### src/gpps_pkg.sv
// Package with the shared types, constants and elaboration-time tables of the position sampler.
package gpps_pkg;

	// Profile modes; the spare code behaves as the single profile.
	typedef enum logic [1:0] {
		MODE_SINGLE = 2'd0,
		MODE_DOUBLE = 2'd1,
		MODE_XDEP   = 2'd2
	} mode_t;

	// Configuration register indexes.
	typedef enum logic [2:0] {
		REG_MODE       = 3'd0,
		REG_RADIUS_ONE = 3'd1,
		REG_RADIUS_TWO = 3'd2,
		REG_FRACTION   = 3'd3,
		REG_EXPONENT   = 3'd4
	} reg_idx_t;

	localparam int CFG_IDX_W  = 3;
	localparam int CFG_DATA_W = 24;
	localparam int POS_W      = 25;

	localparam logic [31:0]        LN2_Q32 = 32'd2977044472;
	localparam logic [24:0]        X_FLOOR = 25'd17;
	localparam logic signed [31:0] ONE_Q30 = 32'sd1073741824;
	localparam logic [31:0]        Q20_CAP = 32'hFFFF_FFFF;
	localparam logic signed [30:0] POS_MAX = 31'sd16777215;
	localparam logic signed [30:0] POS_MIN = -31'sd16777216;

	// One result item as it leaves the pipeline.
	typedef struct packed {
		logic signed [POS_W-1:0] pos_x;
		logic signed [POS_W-1:0] pos_y;
		logic                    saturated;
	} result_t;

	// Floor square root, used only while elaborating the constant tables.
	function automatic logic [63:0] isqrt_c(input logic [63:0] v_in);
		logic [63:0] v;
		logic [63:0] r;
		logic [63:0] bt;
		v  = v_in;
		r  = '0;
		bt = 64'h4000_0000_0000_0000;
		for (int j = 0; j < 32; j++) begin
			if (v >= r + bt) begin
				v = v - (r + bt);
				r = (r >> 1) + bt;
			end else begin
				r = r >> 1;
			end
			bt = bt >> 2;
		end
		return r;
	endfunction

	// Long division by shift and subtract, used only while elaborating the tables.
	function automatic logic [63:0] udiv_c(input logic [63:0] n, input logic [63:0] d);
		logic [63:0] q;
		logic [63:0] rem;
		q   = '0;
		rem = '0;
		for (int j = 63; j >= 0; j--) begin
			rem = {rem[62:0], n[j]};
			if (rem >= d) begin
				rem  = rem - d;
				q[j] = 1'b1;
			end
		end
		return q;
	endfunction

	// Factor 2^(2^-i) in Q1.31, built by i repeated square roots.
	function automatic logic [31:0] exp2_coef(input int i);
		logic [63:0] c;
		c = 64'h1_0000_0000;
		for (int j = 1; j <= 20; j++) begin
			if (j <= i) c = isqrt_c(c << 31);
		end
		return c[31:0];
	endfunction

	// Cosine (sel = 0) or sine (sel = 1) of 2*pi/2^i in Q30 by half-angle steps.
	function automatic logic [31:0] rot_coef(input int i, input logic sel);
		logic [63:0] wc;
		logic [63:0] ws;
		logic [63:0] cn;
		wc = '0;
		ws = 64'd1073741824;
		for (int j = 3; j <= 32; j++) begin
			if (j <= i) begin
				cn = isqrt_c((64'd1073741824 + wc) << 29);
				ws = udiv_c(ws << 29, cn);
				wc = cn;
			end
		end
		return sel ? ws[31:0] : wc[31:0];
	endfunction

	// Leading-one position and Q1.31 mantissa of m: {e, y}.
	function automatic logic [37:0] log2_norm(input logic [32:0] m);
		logic [5:0]  e;
		logic [63:0] w;
		e = '0;
		for (int j = 0; j < 33; j++) begin
			if (m[j]) e = 6'(j);
		end
		w = {31'b0, m};
		if (e <= 6'd31) w = w << (6'd31 - e);
		else w = w >> (e - 6'd31);
		return {e, w[31:0]};
	endfunction

	// One fraction bit of log2 by squaring the mantissa: {y, f}.
	function automatic logic [51:0] log2_step(input logic [31:0] y, input logic [19:0] f);
		logic [63:0] sq;
		logic [32:0] t;
		sq = {32'b0, y} * {32'b0, y};
		t  = sq[63:31];
		return t[32] ? {t[32:1], f[18:0], 1'b1} : {t[31:0], f[18:0], 1'b0};
	endfunction

	// Q30 product truncated toward zero.
	function automatic logic signed [31:0] mul_q30(input logic signed [31:0] a,
			input logic signed [31:0] b);
		logic signed [63:0] p;
		p = 64'(a) * 64'(b);
		if (p < 0) p = p + 64'sd1073741823;
		return 32'(p >>> 30);
	endfunction

	// Product divided by 2^34, truncated toward zero.
	function automatic logic signed [30:0] trunc34(input logic signed [64:0] p);
		logic signed [64:0] t;
		t = p;
		if (t < 0) t = t + 65'sd17179869183;
		return 31'(t >>> 34);
	endfunction

	// Clip to the position range: {clipped, value}.
	function automatic logic [POS_W:0] clip_pos(input logic signed [30:0] v);
		if (v > POS_MAX) return {1'b1, POS_MAX[POS_W-1:0]};
		if (v < POS_MIN) return {1'b1, POS_MIN[POS_W-1:0]};
		return {1'b0, v[POS_W-1:0]};
	endfunction

endpackage

### src/gpps_out_buf.sv
// Two-entry output buffer that parts the pipeline from the result channel.
module gpps_out_buf (
	input  logic              clk,
	input  logic              arst_n,
	input  logic              push,
	input  gpps_pkg::result_t push_data,
	output logic              full,
	output logic              out_valid,
	input  logic              out_ready,
	output gpps_pkg::result_t out_data
);
	import gpps_pkg::*;

	logic [1:0] count_q;
	result_t    head_q;
	result_t    tail_q;
	logic       pop;

	assign pop       = out_valid && out_ready;
	assign out_valid = (count_q != 2'd0);
	assign out_data  = head_q;
	assign full      = (count_q == 2'd2);

	// Occupancy count.
	always_ff @(posedge clk or negedge arst_n) begin
		if (!arst_n) begin
			count_q <= 2'd0;
		end else if (push && !pop) begin
			count_q <= count_q + 2'd1;
		end else if (pop && !push) begin
			count_q <= count_q - 2'd1;
		end
	end

	// Entry storage; the head always holds the oldest result.
	always_ff @(posedge clk) begin
		if (push && pop) begin
			if (count_q == 2'd1) begin
				head_q <= push_data;
			end else begin
				head_q <= tail_q;
				tail_q <= push_data;
			end
		end else if (pop) begin
			head_q <= tail_q;
		end else if (push) begin
			if (count_q == 2'd0) head_q <= push_data;
			else tail_q <= push_data;
		end
	end

endmodule

### config.mk
export PLATFORM = sky130hd
export DESIGN_NAME = gpps_out_buf
export DESIGN_NICKNAME = d
export VERILOG_FILES = /design/src/gpps_pkg.sv /design/src/gpps_out_buf.sv
export SDC_FILE = /design/constraint.sdc
export NUM_CORES = 1
export LEC_CHECK = 0
export BUFFER_PORTS_ARGS = -buffer_cell sky130_fd_sc_hd__clkbuf_2
export CORE_MARGIN = 4
export CORE_UTILIZATION = 50
export DETAILED_ROUTE_END_ITERATION = 7
export GPL_TIMING_DRIVEN = 0
export PLACE_DENSITY = 0.77
export SYNTH_ARGS = -nofsm -noshare
export SYNTH_HDL_FRONTEND = slang
export SYNTH_SLANG_ARGS = --single-unit
### constraint.sdc
create_clock -name clk -period 6.2 [get_ports clk]
set_clock_uncertainty 0.1 [all_clocks]
set_input_delay 0.31 -clock clk [delete_from_list [all_inputs] [get_ports clk]]
set_output_delay 0.31 -clock clk [all_outputs]
set_load 0.01 [all_outputs]
=== Word-level counts from Yosys, hierarchy flattened ===
Index checks and enable logic that the tools add are counted.

* Output and inout port bits: 53
* Word-level logic and storage cells: 40
* Input port bits: 55
* Bits in registers: 104

* Muxes and demuxes: 12
* Equality and inequality tests: 5
* Add/sub/neg operators: 2
* Reduce and logical (&&, ||, !) cells: 14

{| class="wikitable"
|+ Operator list
! operator !! number
|-
| 51-bit two-way mux || 10
|-
| 2-bit nonzero test || 3
|-
| 3-bit nonzero test || 2
|-
| 1-bit logical AND || 4
|-
| 2-bit two-way mux || 2
|-
| 2-bit inequality test (second input constant) || 2
|-
| 4-bit AND reduction || 1
|-
| 2-bit by 1-bit adder with 2-bit output (second input constant) || 1
|-
| 2-bit by 1-bit equality test with 1-bit output (second input constant) || 1
|-
| 2-bit equality test (second input constant) || 1
|-
| 1-bit logical NOT || 2
|-
| 2-bit logical NOT || 1
|-
| 2-bit by 1-bit inequality test with 1-bit output (second input constant) || 1
|-
| 2-bit AND reduction || 1
|-
| 2-bit by 1-bit subtractor with 2-bit output (second input constant) || 1
|}

=== Longest topological paths before layout ===
Gate-level depths: netlist (run 1).

* Depth after elaboration: 5
* Gate-level depth with buffers: 7

=== Worst setup path after synthesis (run 1) ===
No wires, ideal clock.

* Path kind: register to register
* From: register count_q[0]
* To: register tail_q[0] (netlist bit) (enable)
* Data arrival time: 2211 ps
* Clock period less this slack: 2725 ps
* Setup time: 414 ps
* Path slack: 3475 ps
* Stages on the path, launching flop included: 6
* Path buffers: 0
* Path through: dfrtp_1 inv_1 ha_1 nand2b_1 mux2i_1 and2_1

* Cells in the longest elaborated chain, start to end: 5
* Elaborated cells between the ends (all ways): 10
* Those cells by class: eq/ne (4); reduce/logical (6)

{| class="wikitable"
|+ RTL lines
! element !! line !! text
|-
| start, declared || gpps_out_buf.sv:14 || <nowiki>logic [1:0] count_q;</nowiki>
|-
| start signal, assigned || gpps_out_buf.sv:29 || <nowiki>count_q <= count_q + 2'd1;</nowiki>
|-
| start signal, assigned || gpps_out_buf.sv:31 || <nowiki>count_q <= count_q - 2'd1;</nowiki>
|-
| 2-bit nonzero test || gpps_out_buf.sv:20 || <nowiki>assign out_valid = (count_q != 2'd0);</nowiki>
|-
| 1-bit logical AND || gpps_out_buf.sv:19 || <nowiki>assign pop = out_valid && out_ready;</nowiki>
|-
| 1-bit logical AND || gpps_out_buf.sv:37 || <nowiki>if (push && pop) begin</nowiki>
|-
| 2-bit inequality test (no line), or another cell as far along || -- ||
|-
| 4-bit AND reduction (no line) * || -- ||
|-
| end signal, assigned || gpps_out_buf.sv:42 || <nowiki>tail_q <= push_data;</nowiki>
|-
| end signal, assigned || gpps_out_buf.sv:48 || <nowiki>else tail_q <= push_data;</nowiki>
|-
| end, declared || gpps_out_buf.sv:16 || <nowiki>result_t tail_q;</nowiki>
|}

Mark *: on every way between the ends. The rest lies on a longest branch, timed or not.
A chain may end at the register's enable or synchronous reset.

=== Worst setup path in the final report (run 1) ===
* From: register count_q[0]
* To: register tail_q[49] (netlist bit) (enable)

The elaborated chain is that of the path after synthesis.

==> flow_metrics.py, run 1 <==
metrics = {
    "status": {
        "outcome": "completed",
    },
    "timing": {
        "rsz0062_at_grt": "false",
        "slew-limit-headroom_pct": 58.8,
        "fin_crit_sh_pct": 35.9,
        "tightest_slew_ps": 615,
        "timing.final.ws_setup_ps": 3970,
        "max_freq_ghz": 0.449,
        "period_minus_slack_ps": 2230,
        "finalHoldViolCount": 0,
        "setup_violations": 0,
        "setup-tns-final_ps": 0,
        "finalMaxSlewViolations": 0,
    },
    "cts": {
        "cts_tree": "built",
        "root_buffer": "clkbuf_8",
        "clk_pin_slew_ps": 100,
        "cts_resized": 0,
        "cts_buffers": 9,
        "cts_sinks": 104,
        "cts_buffer_depth": 2,
        "clock_latency_ps": 350,
        "htree_levels": 3,
    },
    "place": {
        "port_buffers": 107,
        "dp_slack_ps": 3940,
        "gp_congestion": 0.691,
        "dpl.hpwl_um": 4660,
        "dp_cells": 393,
    },
    "worst_setup_path": {
        "required_ps": 6150,
        "crit-reg2reg-launch": "count_q[0]",
        "end_kind": "register",
        "startpoint": "count_q[0]",
        "start_kind": "register",
        "cpPeakStageDelay_ps": 440,
        "path_max_fanout": 36,
        "cp_cell_sequence": "inv_1, ha_1, nand2b_1, mux2i_1, and2_2, buf_12",
        "critical_path_class": "reg2reg",
        "cp_top_family": "simple AND/OR/NAND/NOR gates",
        "worst_path_max_delay_cell": "and2_2",
        "crit_buf_inv": 2,
        "critPathArrivalTime_ps": 2170,
    },
    "yosys": {
        "synth-warning-count": 0,
        "synthMuxAreaShare_pct": 15.7,
        "syn_avg_cell_area_um2": 21.8,
        "synth_compound_area_share_pct": 0.727,
        "syn_nets": 242,
        "synth.distinct_cells": 18,
        "synth-simple-area-share_pct": 1.20,
        "ys_seq_elements": 104,
        "synth_top_family_by_area": "multiplexers",
        "syn-cell-area_um2": 3960,
        "yosys.area_share.xor_xnor_pct": 0.442,
        "synthCells": 182,
        "synthAdderAreaFrac_pct": 1.58,
        "ys_seq_area_share_pct": 78.6,
    },
    "layout": {
        "fin_nets": 363,
        "fin_cells": 410,
        "synthToLayoutAreaGrowth_pct": 23.2,
        "final_core_util_pct": 63.1,
        "layout_commonest_cell": "clkbuf_2",
        "final-seq-area_um2": 3110,
        "final_cell_mix": "107 x clkbuf_2, 102 x edfxtp_1, 41 x mux2_2, 10 x mux2_4, 9 x clkbuf_8",
        "drive_gt1_share_pct": 59.7,
        "fillCellCount": 569,
        "multi_input_area_um2": 782,
        "diodes": 0,
    },
    "detailed_routing": {
        "ant_nets": 0,
        "drc": 0,
        "finalWirelength_um": 6610,
        "drt-initial-drc-count": 64,
        "vias_per_cell": 4.82,
        "num_vias": 1978,
        "dr.pass1.iters": 4,
        "wire_per_inst_um": 16.1,
    },
    "grt": {
        "grt_use_total_pct": 14.7,
        "grt_pass1_wl_um": 10700,
        "grt_max_degree": 37,
        "gr-total-overflow": 0,
        "grt_pass1_vias": 2097,
        "antenna_found_initial": 0,
    },
    "floorplan": {
        "die_area_um2": 9410,
        "core_um2": 7730,
        "die_y_um": 97.0,
        "num_rows": 32,
        "initial_utilization_pct": 51.2,
        "ioPinCount": 108,
        "die_w_um": 97.0,
    },
    "flow_run": {
        "cap_violations": 0,
    },
    "hold_path": {
        "hold_class": "in2reg",
        "hp-start": "push_data[16]",
    },
    "power_and_ir_drop": {
        "swShare_pct": 29.2,
        "clockPowerShare_pct": 19.0,
        "p_int_w": 0.00157,
        "pwr_density_cell_nw_per_um2": 454,
        "switchingPower_w": 0.000646,
        "p_comb_share_pct": 30.0,
        "power_leakage_nw": 1.94,
        "p_seq_share_pct": 51.0,
        "peakVddDrop_mv": 0.256,
    },
}
==> cells by family (layout without fill, tap and decap cells) <==
kind of cell,after synthesis,in the layout
simple gates,8,8
fa+ha+maj,5,5
buf+inv,8,134
flops,104,104
compound gates,3,3
xor+xnor,2,2
mux,52,52
==> cells in the mapped netlist <==
cell	number	area share, %
mux2_2	41	12
o21ai_0	1	0.13
o21ai_4	1	0.41
a21o_1	1	0.19
xor2_1	1	0.22
nand2_1	3	0.28
and2_1	1	0.16
dfrtp_1	2	1.3
nand4bb_1	1	0.28
edfxtp_1	102	77
mux2_4	10	3.8
ha_1	5	1.6
nand2b_1	2	0.32
inv_1	3	0.28
nor2b_1	1	0.16
xnor2_1	1	0.22
buf_6	5	1.4
mux2i_1	1	0.25
==> per-layer routing <==
| layer | part of all wire [%] | global-route usage (%) | up-vias |
|---|---|---|---|
| met5 | 0 | 0 | - |
| met1 | 41 | 17.4 | 948 |
| met4 | 1.6 | 7.13 | 0 |
| met2 | 52 | 24.9 | 63 |
| met3 | 5.7 | 3.75 | 8 |
| li1 | - | - | 959 |
==> power by group through the flow <==
stage	Sequential (W)	Clock [W]	Combinational (W)
2_1_floorplan	0.00122	0	0.000350
3_3_place_gp	0.00116	0	0.000640
3_5_place_dp	0.00115	0	0.000682
4_1_cts	0.00113	0.000436	0.000684
5_1_grt	0.00115	0.000471	0.000724
6_report	0.00113	0.000420	0.000664
==> area by class of cell <==
class | count | share of cell area, %
plain buffers | 5 | 1.15
clock buffers | 9 | 2.54
clock inverters | 7 | 1.62
inverters | 3 | 0.231
multi-input cells | 70 | 16.0
flip-flops and latches | 104 | 63.8
well taps | 102 | 2.62
repair buffers | 110 | 12.0
==> per-stage QoR <==
step                      total power, W  hold slack [ps]  cell area, um^2
after floorplan                  0.00157            -85.6             3960
after global placement           0.00180            -4.34             4620
after detailed placement         0.00183            -2.32             4670
after CTS                        0.00225             13.8             4880
after global routing             0.00235             5.71             4880
final                            0.00221             35.0             4880
==> flip-flops by register name, summed over array words and instances (netlist names) <==
signal    count
out_data     51
tail_q       51
count_q       2
==> final timing paths <==
path	to	slack [ps]	depth (start not counted)
max	tail_q[49]	3970	6
min	tail_q[16]	30	1
max reg2reg	tail_q[49]	3970	6
min reg2reg	count_q[0]	420	1
max in group asynchronous	count_q[0]	5740	2
min in group asynchronous	count_q[1]	170	2
==> what timing repair did <==
item                                    CTS  global route
buffers inserted                          0             0
endpoints found under the setup margin    0             0
endpoints found under the hold margin     2             0
hold buffers                              1             0
No activity file was read; power rests on OpenSTA's default activity.
==> inputs of run 2 (changes only) <==
--- a/config.mk
+++ b/config.mk
@@ -5,12 +5,13 @@
 export SDC_FILE = /design/constraint.sdc
 export NUM_CORES = 1
 export LEC_CHECK = 0
+export ABC_AREA = 1
 export BUFFER_PORTS_ARGS = -buffer_cell sky130_fd_sc_hd__clkbuf_2
 export CORE_MARGIN = 4
 export CORE_UTILIZATION = 50
 export DETAILED_ROUTE_END_ITERATION = 7
 export GPL_TIMING_DRIVEN = 0
-export PLACE_DENSITY = 0.77
+export PLACE_DENSITY = 0.74
 export SYNTH_ARGS = -nofsm -noshare
 export SYNTH_HDL_FRONTEND = slang
 export SYNTH_SLANG_ARGS = --single-unit
==> constraint.sdc (replaced) <==
create_clock -name clk -period 2.15 [get_ports clk]
set_clock_uncertainty 0.1 [all_clocks]
set_input_delay 0.1075 -clock clk [delete_from_list [all_inputs] [get_ports clk]]
set_output_delay 0.1075 -clock clk [all_outputs]
set_load 0.01 [all_outputs]
==> run 2 against run 1 <==
Die area is 30% higher. Flip-flop and latch count stayed put. Largest power group is now combinational logic. Count of clock-buffer cells in the layout rose by 2.
==> flow_metrics.py, run 2 <==
metrics = {
    "worst_setup_path": {
        "end_kind": "register",
        "r2r_slack_ps": 140,
        "critPathArrivalTime_ps": 2170,
        "required_ps": 2310,
        "start_kind": "register",
        "path_max_fanout": 11,
        "critical_path_class": "reg2reg",
    },
    "floorplan": {
        "ioPinCount": 108,
        "die_area_um2": 12300,
        "num_rows": 37,
        "die_w_um": 111,
        "core_um2": 10300,
        "die_y_um": 111,
        "initial_utilization_pct": 51.1,
    },
    "grt": {
        "gr-total-overflow": 0,
        "grt_pass1_vias": 4742,
        "grt_max_degree": 31,
        "grt_pass1_wl_um": 23000,
        "grt_use_total_pct": 23.1,
        "antenna_found_initial": 0,
    },
    "cts": {
        "root_buffer": "clkbuf_8",
        "cts_buffer_depth": 2,
        "cts_buffers": 9,
        "cts_tree": "built",
        "clock_latency_ps": 370,
        "cts_sinks": 104,
        "clk_pin_slew_ps": 100,
        "htree_levels": 3,
    },
    "detailed_routing": {
        "dr.pass1.iters": 7,
        "wire_per_inst_um": 15.6,
        "finalWirelength_um": 14100,
        "ant_nets": 0,
        "num_vias": 4804,
        "drc": 0,
        "vias_per_cell": 5.31,
        "drt-initial-drc-count": 321,
    },
    "yosys": {
        "ys_seq_elements": 104,
        "ys.flop_type": "edfxtp_1",
        "synth.distinct_cells": 19,
        "synth.most_common_cell": "nand2_1",
        "synthCells": 587,
        "synth_largest_area_cell": "edfxtp_1",
        "synth_area_leaders": "edfxtp_1 58%, nand2_1 16%, nand3_1 9.7%, inv_1 4.9%, o21ai_0 3.1%",
        "synth-warning-count": 0,
        "synth-edff-count": 102,
        "ys_top_cells_by_count": "225 x nand2_1, 102 x edfxtp_1, 102 x nand3_1, 69 x inv_1, 33 x o21ai_0",
        "async_flop_share_pct": 1.92,
        "syn-cell-area_um2": 5280,
        "synth_top_area_share_pct": 58.0,
        "ys_seq_area_share_pct": 59.0,
        "syn_avg_cell_area_um2": 8.99,
        "syn_nets": 647,
    },
    "layout": {
        "diodes": 0,
        "fillCellCount": 791,
        "multi_input_area_um2": 1760,
        "final_cell_mix": "225 x nand2_1, 106 x clkbuf_2, 102 x nand3_1, 102 x edfxtp_1, 67 x inv_1",
        "final-seq-area_um2": 3110,
        "drive_gt1_share_pct": 23.0,
        "layout_commonest_cell": "nand2_1",
        "synthToLayoutAreaGrowth_pct": 31.8,
        "fin_nets": 824,
    },
    "place": {
        "gp_congestion": 0.824,
        "dp_slack_ps": -327,
        "port_buffers": 106,
        "dpl.hpwl_um": 9100,
    },
    "timing": {
        "fin_crit_sh_pct": 93.6,
        "setup_violations": 0,
        "tightest_slew_ps": 492,
        "timing.final.ws_setup_ps": 138,
        "rsz0062_at_grt": "false",
        "hold-worst-slack_ps": 109,
        "finalMaxSlewViolations": 0,
        "max_freq_ghz": 0.497,
        "finalHoldViolCount": 0,
        "slew-limit-headroom_pct": 67.2,
        "period_minus_slack_ps": 2010,
    },
    "status": {
        "outcome": "completed",
    },
    "flow_run": {
        "cap_violations": 0,
    },
    "power_and_ir_drop": {
        "peakVddDrop_mv": 0.680,
        "power_leakage_nw": 3.25,
        "pwr_density_cell_nw_per_um2": 1230,
        "power.total_w": 0.00859,
    },
    "hold_path": {
        "hold_class": "in2reg",
    },
}
==> run 2: path summary, 6_finish.rpt <==
kind                       startpoint    endpoint  cells after the start
hold reg to reg            count_q[0]  count_q[0]                      1
min in group asynchronous      arst_n  count_q[1]                      3
setup reg to reg           count_q[0]  count_q[0]                      7
setup / recovery           count_q[0]  count_q[0]                      7
max in group asynchronous      arst_n  count_q[0]                      3
hold / removal                   push  count_q[0]                      3
==> run 2: cells by family after synthesis <==
kind of cell               share of synthesized area (%)
and+or+nand+nor                                     26.7
AOI/OAI and AO/OA                                   3.32
buffers and inverters                               9.55
DFF                                                 59.0
adders and majority gates                           1.18
xor gates and xnor gates                           0.332
==> run 2: what timing repair did <==
| action | 4_1_cts | 5_1_grt |
|---|---|---|
| hold endpoints to repair | 70 | 0 |
| endpoints found under the setup margin | 102 | 40 |
| setup buffers | 3 | 0 |
| gates cloned | 2 | 0 |
| pin swaps | 2 | 0 |
| hold buffers | 53 | 0 |
| resized for setup | 1 | 2 |
==> run 2: cell type report <==
type | count | area share, %
sequential | 104 | 44.8
buffer | 33 | 3.52
inverter | 74 | 4.06
timing repair buffer | 164 | 16.3
clock buffer | 11 | 2.18
multi-input combinational | 378 | 25.2
tap | 136 | 2.45
clock inverter | 5 | 1.47
==> run 2: per-layer routing <==
metal	global-route usage [%]	part of all wire (%)	vias up	routed length (um)
met4	8.95	2.4	0	342
li1	-	-	2271	-
met1	28.6	40	2273	5650
met5	0	0	-	0
met3	4.48	7.6	32	1070
met2	39.8	50	228	7030
==> run 2: worst max-delay path: stages, from the launching register on <==
cell and delay, ps:
dfrtp_2 460, inv_2 100, ha_2 170, inv_2 80, nand2_2 170, buf_2 350, ha_1 330, xnor2_1 140
==> run 2: through the flow <==
stage / std cells / area [um^2] / utilization [%] / TNS (ps)
3_3_place_gp: 829 / 6070 / 58.8 / -65140
6_report: 905 / 6960 / 67.4 / 0
5_1_grt: 905 / 6960 / 67.4 / 0
3_5_place_dp: 831 / 6110 / 59.2 / -20420
2_1_floorplan: 587 / 5370 / - / -12960
4_1_cts: 905 / 6950 / 67.3 / 0
==> run 2: where the power goes <==
| part | total (W) | switching, W | internal (W) |
|---|---|---|---|
| clock network | 0.00152 | 0.000684 | 0.000835 |
| logic | 0.00370 | 0.00237 | 0.00133 |
| registers | 0.00337 | 0.000221 | 0.00315 |
| total | 0.00859 | 0.00327 | 0.00532 |
